--- src/design/ufem_pkg.sv ---
// Shared constants and types for the union-find edge merger.
// No dependencies; compiled first.
`default_nettype none

package ufem_pkg;

    localparam int NODE_W    = 16;            // node index field width
    localparam int CNT_W     = 17;            // node_count register width
    localparam int RANK_W    = 5;             // stored rank width
    localparam int TABLE_MAX = 65536;         // entries reachable by a 16-bit index
    localparam int NODES_DEF = 65536;

    localparam logic [CNT_W-1:0]  NODE_CNT_RST = 17'h10000;
    localparam logic [RANK_W-1:0] RANK_MAX     = 5'd31;

    typedef logic [NODE_W-1:0] t_node;
    typedef logic [CNT_W-1:0]  t_count;
    typedef logic [RANK_W-1:0] t_rank;

    typedef enum logic [5:0] {
        ST_IDLE   = 6'b000001,
        ST_FIND_A = 6'b000010,
        ST_FIND_B = 6'b000100,
        ST_LINK   = 6'b001000,
        ST_BUMP   = 6'b010000,
        ST_DONE   = 6'b100000
    } t_state;

endpackage

`default_nettype wire

--- src/design/ufem_if.sv ---
// Request channels of the union-find edge merger: edge in, result out, config write.
// Depends on ufem_pkg.
`default_nettype none

interface ufem_edge_if;
    import ufem_pkg::*;
    logic  valid;
    logic  ready;
    t_node node_a;
    t_node node_b;
    modport source (output valid, node_a, node_b, input ready);
    modport sink   (input valid, node_a, node_b, output ready);
endinterface

interface ufem_result_if;
    import ufem_pkg::*;
    logic  valid;
    logic  ready;
    logic  joined;
    t_node merged_root;
    t_node edges_taken;
    logic  tree_complete;
    modport source (output valid, joined, merged_root, edges_taken, tree_complete,
                    input ready);
    modport sink   (input valid, joined, merged_root, edges_taken, tree_complete,
                    output ready);
endinterface

interface ufem_cfg_if;
    import ufem_pkg::*;
    logic   valid;
    logic   ready;
    t_count node_count;
    modport source (output valid, node_count, input ready);
    modport sink   (input valid, node_count, output ready);
endinterface

`default_nettype wire

--- src/design/ufem_ctrl.sv ---
// Find/union sequencer: walks parent links through the table RAM, links roots by
// rank, keeps the tree edge count and the result register. Depends on ufem_pkg, ufem_if.
`default_nettype none

module ufem_ctrl #(
    parameter  int DEPTH = ufem_pkg::NODES_DEF,
    localparam int IDX_W = $clog2(DEPTH)
) (
    input  wire logic               i_clk,
    input  wire logic               i_rst_n,
    ufem_edge_if.sink               i_edge,
    ufem_result_if.source           o_result,
    ufem_cfg_if.sink                i_cfg,
    input  wire logic               i_clr_busy,
    output      logic               o_rd_en,
    output      logic [IDX_W-1:0]   o_rd_addr,
    input  wire logic [IDX_W-1:0]   i_rd_parent,
    input  wire ufem_pkg::t_rank    i_rd_rank,
    output      logic               o_wr_en,
    output      logic [IDX_W-1:0]   o_wr_addr,
    output      logic [IDX_W-1:0]   o_wr_parent,
    output      ufem_pkg::t_rank    o_wr_rank
);
    import ufem_pkg::*;

    localparam t_count DEPTH_CNT = CNT_W'(DEPTH);

    t_state           r_state, n_state;
    logic [IDX_W-1:0] r_cur, r_b, r_ra, r_hi, r_lo, r_root;
    t_rank            r_rank_a, r_rank_hi, r_rank_lo;
    logic             r_bump, r_joined;
    t_node            r_edges;
    t_count           r_node_count;
    logic             r_out_valid;

    logic             edge_acc;
    logic             edge_oob;
    logic             found;
    logic             complete;
    logic             load_out;
    logic             b_higher;
    logic             do_join;

    assign edge_acc = i_edge.valid && i_edge.ready;
    assign edge_oob = ({1'b0, i_edge.node_a} >= DEPTH_CNT) ||
                      ({1'b0, i_edge.node_b} >= DEPTH_CNT);
    assign found    = (i_rd_parent == r_cur);
    assign complete = (r_node_count != '0) && (({1'b0, r_edges} + 1'b1) == r_node_count);
    assign b_higher = (r_rank_a < i_rd_rank);
    assign do_join  = (r_ra != r_cur) && !complete;

    always_comb begin
        n_state      = r_state;
        i_edge.ready = 1'b0;
        o_rd_en      = 1'b0;
        o_rd_addr    = r_cur;
        o_wr_en      = 1'b0;
        o_wr_addr    = r_lo;
        o_wr_parent  = r_hi;
        o_wr_rank    = r_rank_lo;
        load_out     = 1'b0;
        unique case (r_state)
            ST_IDLE: begin
                i_edge.ready = !i_clr_busy;
                if (i_edge.valid && !i_clr_busy) begin
                    if (edge_oob) begin
                        n_state = ST_DONE;
                    end else begin
                        o_rd_en   = 1'b1;
                        o_rd_addr = i_edge.node_a[IDX_W-1:0];
                        n_state   = ST_FIND_A;
                    end
                end
            end
            ST_FIND_A: begin
                o_rd_en = 1'b1;
                if (found) begin
                    o_rd_addr = r_b;
                    n_state   = ST_FIND_B;
                end else begin
                    o_rd_addr = i_rd_parent;
                end
            end
            ST_FIND_B: begin
                if (found) begin
                    n_state = do_join ? ST_LINK : ST_DONE;
                end else begin
                    o_rd_en   = 1'b1;
                    o_rd_addr = i_rd_parent;
                end
            end
            ST_LINK: begin
                o_wr_en = 1'b1;
                n_state = r_bump ? ST_BUMP : ST_DONE;
            end
            ST_BUMP: begin
                o_wr_en   = 1'b1;
                o_wr_addr = r_hi;
                o_wr_rank = t_rank'(r_rank_hi + 1'b1);
                n_state   = ST_DONE;
            end
            ST_DONE: begin
                if (!r_out_valid || o_result.ready) begin
                    load_out = 1'b1;
                    n_state  = ST_IDLE;
                end
            end
            default: n_state = ST_IDLE;
        endcase
    end

    // control state
    always_ff @(posedge i_clk) begin
        if (!i_rst_n) begin
            r_state      <= ST_IDLE;
            r_edges      <= '0;
            r_node_count <= NODE_CNT_RST;
            r_out_valid  <= 1'b0;
        end else begin
            r_state <= n_state;
            if (i_cfg.valid && i_cfg.ready) begin
                r_node_count <= i_cfg.node_count;
            end
            if (r_state == ST_LINK && r_edges != '1) begin
                r_edges <= r_edges + 1'b1;
            end
            if (load_out) begin
                r_out_valid <= 1'b1;
            end else if (o_result.ready) begin
                r_out_valid <= 1'b0;
            end
        end
    end

    // walk and link datapath
    always_ff @(posedge i_clk) begin
        if (o_rd_en) begin
            r_cur <= o_rd_addr;
        end
        if (edge_acc) begin
            r_b      <= i_edge.node_b[IDX_W-1:0];
            r_joined <= 1'b0;
            r_root   <= '0;
        end
        if (r_state == ST_FIND_A && found) begin
            r_ra     <= r_cur;
            r_rank_a <= i_rd_rank;
        end
        if (r_state == ST_FIND_B && found) begin
            // equal ranks: end node's root goes under the start node's root
            if (b_higher) begin
                r_hi      <= r_cur;
                r_lo      <= r_ra;
                r_rank_hi <= i_rd_rank;
                r_rank_lo <= r_rank_a;
            end else begin
                r_hi      <= r_ra;
                r_lo      <= r_cur;
                r_rank_hi <= r_rank_a;
                r_rank_lo <= i_rd_rank;
            end
            r_bump   <= (r_rank_a == i_rd_rank) && (r_rank_a != RANK_MAX);
            r_joined <= do_join;
            r_root   <= (do_join && b_higher) ? r_cur : r_ra;
        end
    end

    always_ff @(posedge i_clk) begin
        if (load_out) begin
            o_result.joined        <= r_joined;
            o_result.merged_root   <= NODE_W'(r_root);
            o_result.edges_taken   <= r_edges;
            o_result.tree_complete <= complete;
        end
    end

    assign o_result.valid = r_out_valid;
    assign i_cfg.ready    = 1'b1;

`ifndef SYNTHESIS
    a_acc_after_clear: assert property (@(posedge i_clk) disable iff (!i_rst_n)
        edge_acc |-> !i_clr_busy)
        else $error("edge request taken during table sweep");
    a_no_wr_in_clear: assert property (@(posedge i_clk) disable iff (!i_rst_n)
        o_wr_en |-> !i_clr_busy)
        else $error("table write during sweep");
    a_link_distinct: assert property (@(posedge i_clk) disable iff (!i_rst_n)
        r_state == ST_LINK |-> r_lo != r_hi)
        else $error("root linked to itself");
    a_bump_after_link: assert property (@(posedge i_clk) disable iff (!i_rst_n)
        r_state == ST_BUMP |-> $past(r_state) == ST_LINK)
        else $error("rank raise without link");
    a_edges_mono: assert property (@(posedge i_clk) disable iff (!i_rst_n)
        $past(i_rst_n) |-> r_edges >= $past(r_edges))
        else $error("tree edge count went down");
`endif

endmodule

`default_nettype wire

--- src/flat_wrapper.sv ---
// flat-port wrapper written by rule: the top's interface ports become plain ports
module ufem_ctrl_flat import ufem_pkg::*;
#(
    parameter  int DEPTH = ufem_pkg::NODES_DEF,
    localparam int IDX_W = $clog2(DEPTH)
)
  (i_clk, i_rst_n, i_clr_busy, o_rd_en, o_rd_addr, i_rd_parent, i_rd_rank, o_wr_en, o_wr_addr, o_wr_parent, o_wr_rank, i_edge_valid, i_edge_node_a, i_edge_node_b, i_edge_ready, o_result_valid, o_result_joined, o_result_merged_root, o_result_edges_taken, o_result_tree_complete, o_result_ready, i_cfg_valid, i_cfg_node_count, i_cfg_ready);
  ufem_edge_if i_edge_i ();
  ufem_result_if o_result_i ();
  ufem_cfg_if i_cfg_i ();
  input  wire logic i_clk;
  input  wire logic i_rst_n;
  input  wire logic i_clr_busy;
  output      logic o_rd_en;
  output      logic [IDX_W-1:0] o_rd_addr;
  input  wire logic [IDX_W-1:0] i_rd_parent;
  input  wire ufem_pkg::t_rank i_rd_rank;
  output      logic o_wr_en;
  output      logic [IDX_W-1:0] o_wr_addr;
  output      logic [IDX_W-1:0] o_wr_parent;
  output      ufem_pkg::t_rank o_wr_rank;
  input wire logic [$bits(i_edge_i.valid)-1:0] i_edge_valid;
  input wire logic [$bits(i_edge_i.node_a)-1:0] i_edge_node_a;
  input wire logic [$bits(i_edge_i.node_b)-1:0] i_edge_node_b;
  output wire logic [$bits(i_edge_i.ready)-1:0] i_edge_ready;
  output wire logic [$bits(o_result_i.valid)-1:0] o_result_valid;
  output wire logic [$bits(o_result_i.joined)-1:0] o_result_joined;
  output wire logic [$bits(o_result_i.merged_root)-1:0] o_result_merged_root;
  output wire logic [$bits(o_result_i.edges_taken)-1:0] o_result_edges_taken;
  output wire logic [$bits(o_result_i.tree_complete)-1:0] o_result_tree_complete;
  input wire logic [$bits(o_result_i.ready)-1:0] o_result_ready;
  input wire logic [$bits(i_cfg_i.valid)-1:0] i_cfg_valid;
  input wire logic [$bits(i_cfg_i.node_count)-1:0] i_cfg_node_count;
  output wire logic [$bits(i_cfg_i.ready)-1:0] i_cfg_ready;
  assign i_edge_i.valid = i_edge_valid;
  assign i_edge_i.node_a = i_edge_node_a;
  assign i_edge_i.node_b = i_edge_node_b;
  assign i_edge_ready = i_edge_i.ready;
  assign o_result_valid = o_result_i.valid;
  assign o_result_joined = o_result_i.joined;
  assign o_result_merged_root = o_result_i.merged_root;
  assign o_result_edges_taken = o_result_i.edges_taken;
  assign o_result_tree_complete = o_result_i.tree_complete;
  assign o_result_i.ready = o_result_ready;
  assign i_cfg_i.valid = i_cfg_valid;
  assign i_cfg_i.node_count = i_cfg_node_count;
  assign i_cfg_ready = i_cfg_i.ready;
  ufem_ctrl #(.DEPTH(DEPTH)) u_core (.i_clk(i_clk), .i_rst_n(i_rst_n), .i_edge(i_edge_i), .o_result(o_result_i), .i_cfg(i_cfg_i), .i_clr_busy(i_clr_busy), .o_rd_en(o_rd_en), .o_rd_addr(o_rd_addr), .i_rd_parent(i_rd_parent), .i_rd_rank(i_rd_rank), .o_wr_en(o_wr_en), .o_wr_addr(o_wr_addr), .o_wr_parent(o_wr_parent), .o_wr_rank(o_wr_rank));
endmodule
--- config.mk ---
export PLATFORM = sky130hd
export DESIGN_NAME = ufem_ctrl_flat
export DESIGN_NICKNAME = d
export VERILOG_FILES = /design/src/design/ufem_pkg.sv /design/src/design/ufem_if.sv /design/src/design/ufem_ctrl.sv /design/src/flat_wrapper.sv
export SDC_FILE = /design/constraint.sdc
export NUM_CORES = 1
export LEC_CHECK = 0
export BUFFER_PORTS_ARGS = -buffer_cell sky130_fd_sc_hd__buf_2
export CORE_ASPECT_RATIO = 0.5
export CORE_MARGIN = 4
export CORE_UTILIZATION = 56
export CTS_CLUSTER_SIZE = 25
export DETAILED_ROUTE_END_ITERATION = 16
export MAX_ROUTING_LAYER = met4
export PLACE_DENSITY = 0.81
export SYNTH_ARGS = -nofsm -noshare
export SYNTH_HDL_FRONTEND = slang
export SYNTH_SLANG_ARGS = --single-unit
--- constraint.sdc ---
create_clock -name i_clk -period 4.2 [get_ports i_clk]
set_input_delay 0.84 -clock i_clk [delete_from_list [all_inputs] [get_ports i_clk]]
set_output_delay 0.84 -clock i_clk [all_outputs]
set_load 0.01 [all_outputs]
==> metrics, run 1 <==
status completed; CP Data Required Time 3360 ps; die area 17950 um^2; FP Rows 32; Setup crit start kind register; number of flops mapped to enable cells by yosys around 150; total CTS buffers 17; synth top area cells edfxtp_1 (50%), dfxtp_1 (9.1%), mux2_2 (7.0%); CTS Buffer Depth 2; Routed Antenna Nets 0; Synth Flop Type edfxtp_1; num ports between 150 and 200; Starting DRT DRC Count 890; drt pass-1 iters 7; via count 6454; gpl congestion 0.9136; Max Fclk 0.2671 GHz; Hold WS 421.8 ps; Mapped Cells 702; most frequent cells in the layout buf_2 (166), edfxtp_1 (147), nand2_1 (60); DRT Wirelength 20950 um; Cell Area, Synth 8826 um^2; post-route minimum period 3744 ps; clock latency at the later pin of the worst-skew pair 430 ps; post-DR wirelength/cell 19.36 um; Tot GR Track Use 24.12%; Worst slew margin 50.41%; first-pass GRT wire length around 33000 um; Initial Utilization 57.26%; Synthesized Nets 785; Worst Setup Path Type register to output pin; die height slightly below 100 um; cell taking the most area after synthesis edfxtp_1; Netlist cell types 58; Slew Viols, Final 0; most common cell after layout, fill and taps aside buf_2; Nets 949; Sum Neg Setup Slack 0 ps; Peak VDD IR just over 300 uV; # Max-Cap Violations 0; RSZ-0062 raised after global routing no; PD cells roughly 400 nW/um^2; Most flops, register u_core.r_node_count; die extent in x around 190 um; grt total ovfl 0; vias in the first global route 6400; final setup fails 0; CP Data Arrival Time around 2900 ps; initial antenna violation count 0; Leak 4.011 nW; vias per cell 5.965; #FFs+latches synth 187; # diodes 0; fillcell total between 1000 and 1500; register area share after synthesis between 50% and 60%; HP Class register to register; H-tree levels 4; Clock transition at path regs 70 ps; endpoint class of the critical path output pin; max reg flops 17; crit-path max FO 17; CTS root buf clkbuf_16; Synth top area share 50.01%; Core ar. 15410 um^2; FFs w/ async S/R, synth 0%; CTS tree done; Mapped Avg Cell Area 12.57 um^2; share of cells above drive strength 1 32.46%; Port Buffers 166; DRC Markers 0; clock skew 14.09 ps; Final Cycle Share 89.15%; # hold bufs at CTS 0; hpwl dp roughly 15000 um; clk sinks 187; largest net degree at the start of global routing 41; endpoints failing hold 0; Ys Warns 0; Area growth syn-to-layout 17.71%; worst slew pin tran 741.1 ps
-- where the power goes --
group	internal, W	total (W)	switching (W)
Sequential	0.00209	0.00219	0.000101
Clock	0.000781	0.00153	0.000746
Combinational	0.000212	0.000473	0.000261
Total	0.00308	0.00419	0.00111
-- per-layer routing --
| metal | global-route usage (%) | part of all wire [%] | vias to the layer above |
|---|---|---|---|
| li1 | - | - | 2966 |
| met1 | 31.85 | 41 | 3066 |
| met2 | 37.67 | 48 | 384 |
| met3 | 5.447 | 9.5 | 38 |
| met4 | 7.387 | 1.8 | 0 |
| met5 | - | 0 | - |
-- layout make-up --
type / count / area (um^2) / share of cell area, %
flip-flops and latches: 187 / 5215 / 50.20
multi-input cells: 470 / 3379 / 32.53
repair buffers: 180 / 948.4 / 9.129
clock buffers: 17 / 425.4 / 4.095
well taps: 204 / 255.2 / 2.457
clock inverters: 14 / 127.6 / 1.228
inverters: 10 / 37.54 / 0.3613
-- through the flow --
stage	utilization, %	cells	total power (W)	cell area [um^2]	worst slack (ps)
floorplan	-	702	0.002488	8826	198.0
global placement	63.76	1051	0.002670	9828	434.4
detailed placement	63.76	1051	0.002691	9828	247.4
CTS	67.35	1082	0.004199	10380	157.0
global route	67.39	1082	0.004342	10390	218.2
finish	67.39	1082	0.004187	10390	455.9
-- what timing repair did --
item                                    CTS  global route
endpoints found under the hold margin     0             0
endpoints found under the setup margin    0            16
resized for setup                         0             2
setup buffers                             0             0
-- synth_stat cells, types with 11 or more instances --
cell / n
a21oi_1: 23
a222oi_1: 16
and2_1: 11
clkbuf_1: 21
dfxtp_1: 40
edfxtp_1: 147
mux2_2: 55
mux2i_1: 20
nand2_1: 60
nand3_1: 25
nand4_1: 12
nor2_1: 21
nor2b_1: 24
nor4_1: 19
o21ai_0: 33
xnor2_1: 33
xor2_1: 31
-- cell families (layout without fill, tap and decap cells) --
| group | after synthesis | after routing | share of synthesized area, % |
|---|---|---|---|
| adder cells (fa/ha/maj) | 7 | 7 | 0.9923 |
| multiplexers | 75 | 75 | 9.285 |
| AND/OR/NAND/NOR | 215 | 215 | 13.27 |
| flip-flops | 187 | 187 | 59.09 |
| buffers and inverters | 45 | 221 | 2.793 |
| other | 1 | 1 | 0.04249 |
| AO/OA/AOI/OAI | 108 | 108 | 8.180 |
| XOR/XNOR | 64 | 64 | 6.351 |
-- worst max-delay path, stage by stage, from the launching register on --
cell and delay, ps:
edfxtp_1 540, xnor2_1 310, nand4_1 140, nor4_2 420, a21boi_0 180, o31ai_2 250, buf_4 280, nand2_1 90
nand2_1 110, buf_2 140
-- worst paths after layout --
kind,from,to,slack [ps],cells after the start
setup reg to reg,u_core.r_edges[0],u_core.r_root[2],620,8
hold / removal,u_core.r_root[5],u_core.o_result.merged_root[5],420,0
setup / recovery,u_core.r_cur[10],o_rd_addr[10],460,9
hold reg to reg,u_core.r_root[5],u_core.o_result.merged_root[5],420,0
No activity file was read; power rests on OpenSTA's default activity.
==> inputs of run 2 (changes only) <==
- SETUP_SLACK_MARGIN: unset -> 0.5
==> metrics, run 2 (synthesized netlist as in run 1, its figures left out) <==
final setup fails 0 (unchanged); Sum Neg Setup Slack 0 ps (unchanged); Most flops, register u_core.r_node_count; DRC Markers 0 (unchanged); die height 96.77 um (unchanged); Clock transition at path regs 70 ps (about the same); # diodes 0 (unchanged); Area growth syn-to-layout 19.86%; Starting DRT DRC Count 803 (-9.8%); share of cells above drive strength 1 33.82% (+1.4 points); initial antenna violation count 0 (unchanged); met1 usage 32.24% (+0.38 points); total CTS buffers 17 (unchanged); clock skew 12.98 ps (-1.108 ps); hpwl dp 14830 um (-0.19%); CP startpoint i_rd_parent[11]; clock latency at the later pin of the worst-skew pair 430 ps (about the same); PD cells 409.8 nW/um^2 (+1.7%); max reg flops 17 (unchanged); Largest delay share family, worst path simple AND/OR/NAND/NOR gates; via count 6466 (+0.19%); Finished Core Util 68.63% (+1.2 points); GRT busiest layer met2; endpoint class of the critical path output pin; DRT Wirelength 21000 um (+0.25%); Tot GR Track Use 24.55% (+0.43 points); Global Route met2 Usage 38.51% (+0.84 points); most frequent cells in the layout buf_2 (166), edfxtp_1 (147), nand2_1 (60); die area 17950 um^2 (unchanged); CTS Buffer Depth 2 (unchanged); endpoints failing hold 0 (unchanged); num ports 168 (unchanged); Core ar. 15410 um^2 (unchanged); Nets 963 (+1.5%); Peak VDD IR 348.8 uV (+13%); status completed; Crit path top cell by count buf_2; Slew Viols, Final 0 (unchanged); CP max-delay cell nor4_4; RSZ-0062 raised after global routing yes; global-route met3 utilization 5.259% (-0.19 points); post-DR wirelength/cell 19.15 um (-1.1%); Initial Utilization 57.26% (unchanged); post-route minimum period 3618 ps (-126.4 ps); largest net degree at the start of global routing 41 (unchanged); CTS root buf clkbuf_16; CTS tree done; vias in the first global route 6476 (+1.2%); hold path startpoint u_core.r_root[15]; CP bufs+invs 3 (+1); die extent in x 185.5 um (unchanged); CP Data Required Time 3360 ps (about the same); Max Fclk 0.2764 GHz (+3.5%); gpl congestion 0.9060 (-0.83%); critical-path cell list buf_2 > xnor2_1 > nand4_1 > nor4_4 > and3_1 > buf_6 > a222oi_1 > nand2_1 > buf_2; grt total ovfl 0 (unchanged); CP Data Arrival Time 2780 ps (-120 ps); first-pass GRT wire length 33950 um (+1.7%); Worst Setup Path Type input port to output pin; total power 0.004335 W (+3.5%); Final Cycle Share 86.14% (-3.0 points); worst slew pin tran 696.2 ps (-44.93 ps); RR Startpoint u_core.r_edges[0]; HP Class register to register; Leak 4.129 nW (+2.9%); most common cell after layout, fill and taps aside buf_2; FP Rows 32 (unchanged); worst stage delay on the critical path 420 ps (-120 ps); final cell count without fillers 1097 (+1.4%); clk sinks 187 (unchanged); Worst slew margin 53.38% (+3.0 points); Port Buffers 166 (unchanged); Cells after DPL 1052 (+0.095%); Setup WS pre-CTS 222.0 ps (-25.33 ps); crit-path max FO 28 (+11); H-tree levels 4 (unchanged); drt pass-1 iters 7 (unchanged); Routed Antenna Nets 0 (unchanged); vias per cell 5.894 (-1.2%); final worst slack 582.2 ps (+126.4 ps); Setup crit start kind input port; # Max-Cap Violations 0 (unchanged)
## run 2: cell count changes in the layout (fill, tap and decap cells not counted), sizes merged
cell / delta
bufinv: +1
buf: +14
clkinv: +2
clkinvlp: -2
## run 2: path summary, 6_finish.rpt
| kind | endpoint | slack [ps] | cells past startpoint |
|---|---|---|---|
| worst max-delay path | o_rd_addr[3] | 580 | 9 |
| worst min register to register | u_core.o_result.merged_root[15] | 420 | 0 |
| worst max register to register | u_core.r_root[8] | 700 | 8 |
| worst min-delay path | u_core.o_result.merged_root[15] | 420 | 0 |
## run 2: worst reg2reg max path, cell delays in order, from the launching register on
cell	delay, ps
dfxtp_1	500
ha_1	300
nand3_2	240
or4_2	790
mux2i_1	190
nor4_2	460
and4b_4	470
o21ai_1	110
a21oi_1	240
## run 2: layer usage
metal,share of wire [%],routed length [um]
met5,0,0
met2,48,10130
met4,2.1,442
met3,8.5,1789
met1,41,8637
## run 2: metrics by stage
step,hold WS [ps],instance area (um^2)
6_report,417.4,10580
5_1_grt,427.2,10580
4_1_cts,421.5,10470
3_5_place_dp,404.5,9836
3_3_place_gp,404.4,9836
2_1_floorplan,400.3,8827
## run 2: report_power, final
part	internal [W]	switching, W	leakage [nW]
Combinational	0.000245	0.000307	2.14
Sequential	0.00208	0.0000620	1.69
Clock	0.000857	0.000779	0.295
Total	0.00319	0.00115	4.13
## run 2: cell type report
type	instances	area, um^2
flip-flops and latches	187	5215
fillers	1091	4836
multi-input cells	470	3407
repair buffers	194	1061
clock buffers	17	425.4
well taps	204	255.2
clock inverters	15	177.7
inverters	10	37.54
## run 2: repair_timing
action / in CTS / in global routing
resized for setup: 6 / 2
hold buffers: 0 / 0
setup endpoints to repair: 17 / 34
setup buffers: 0 / 13
cloned: 0 / 0
pin swaps: 0 / 1
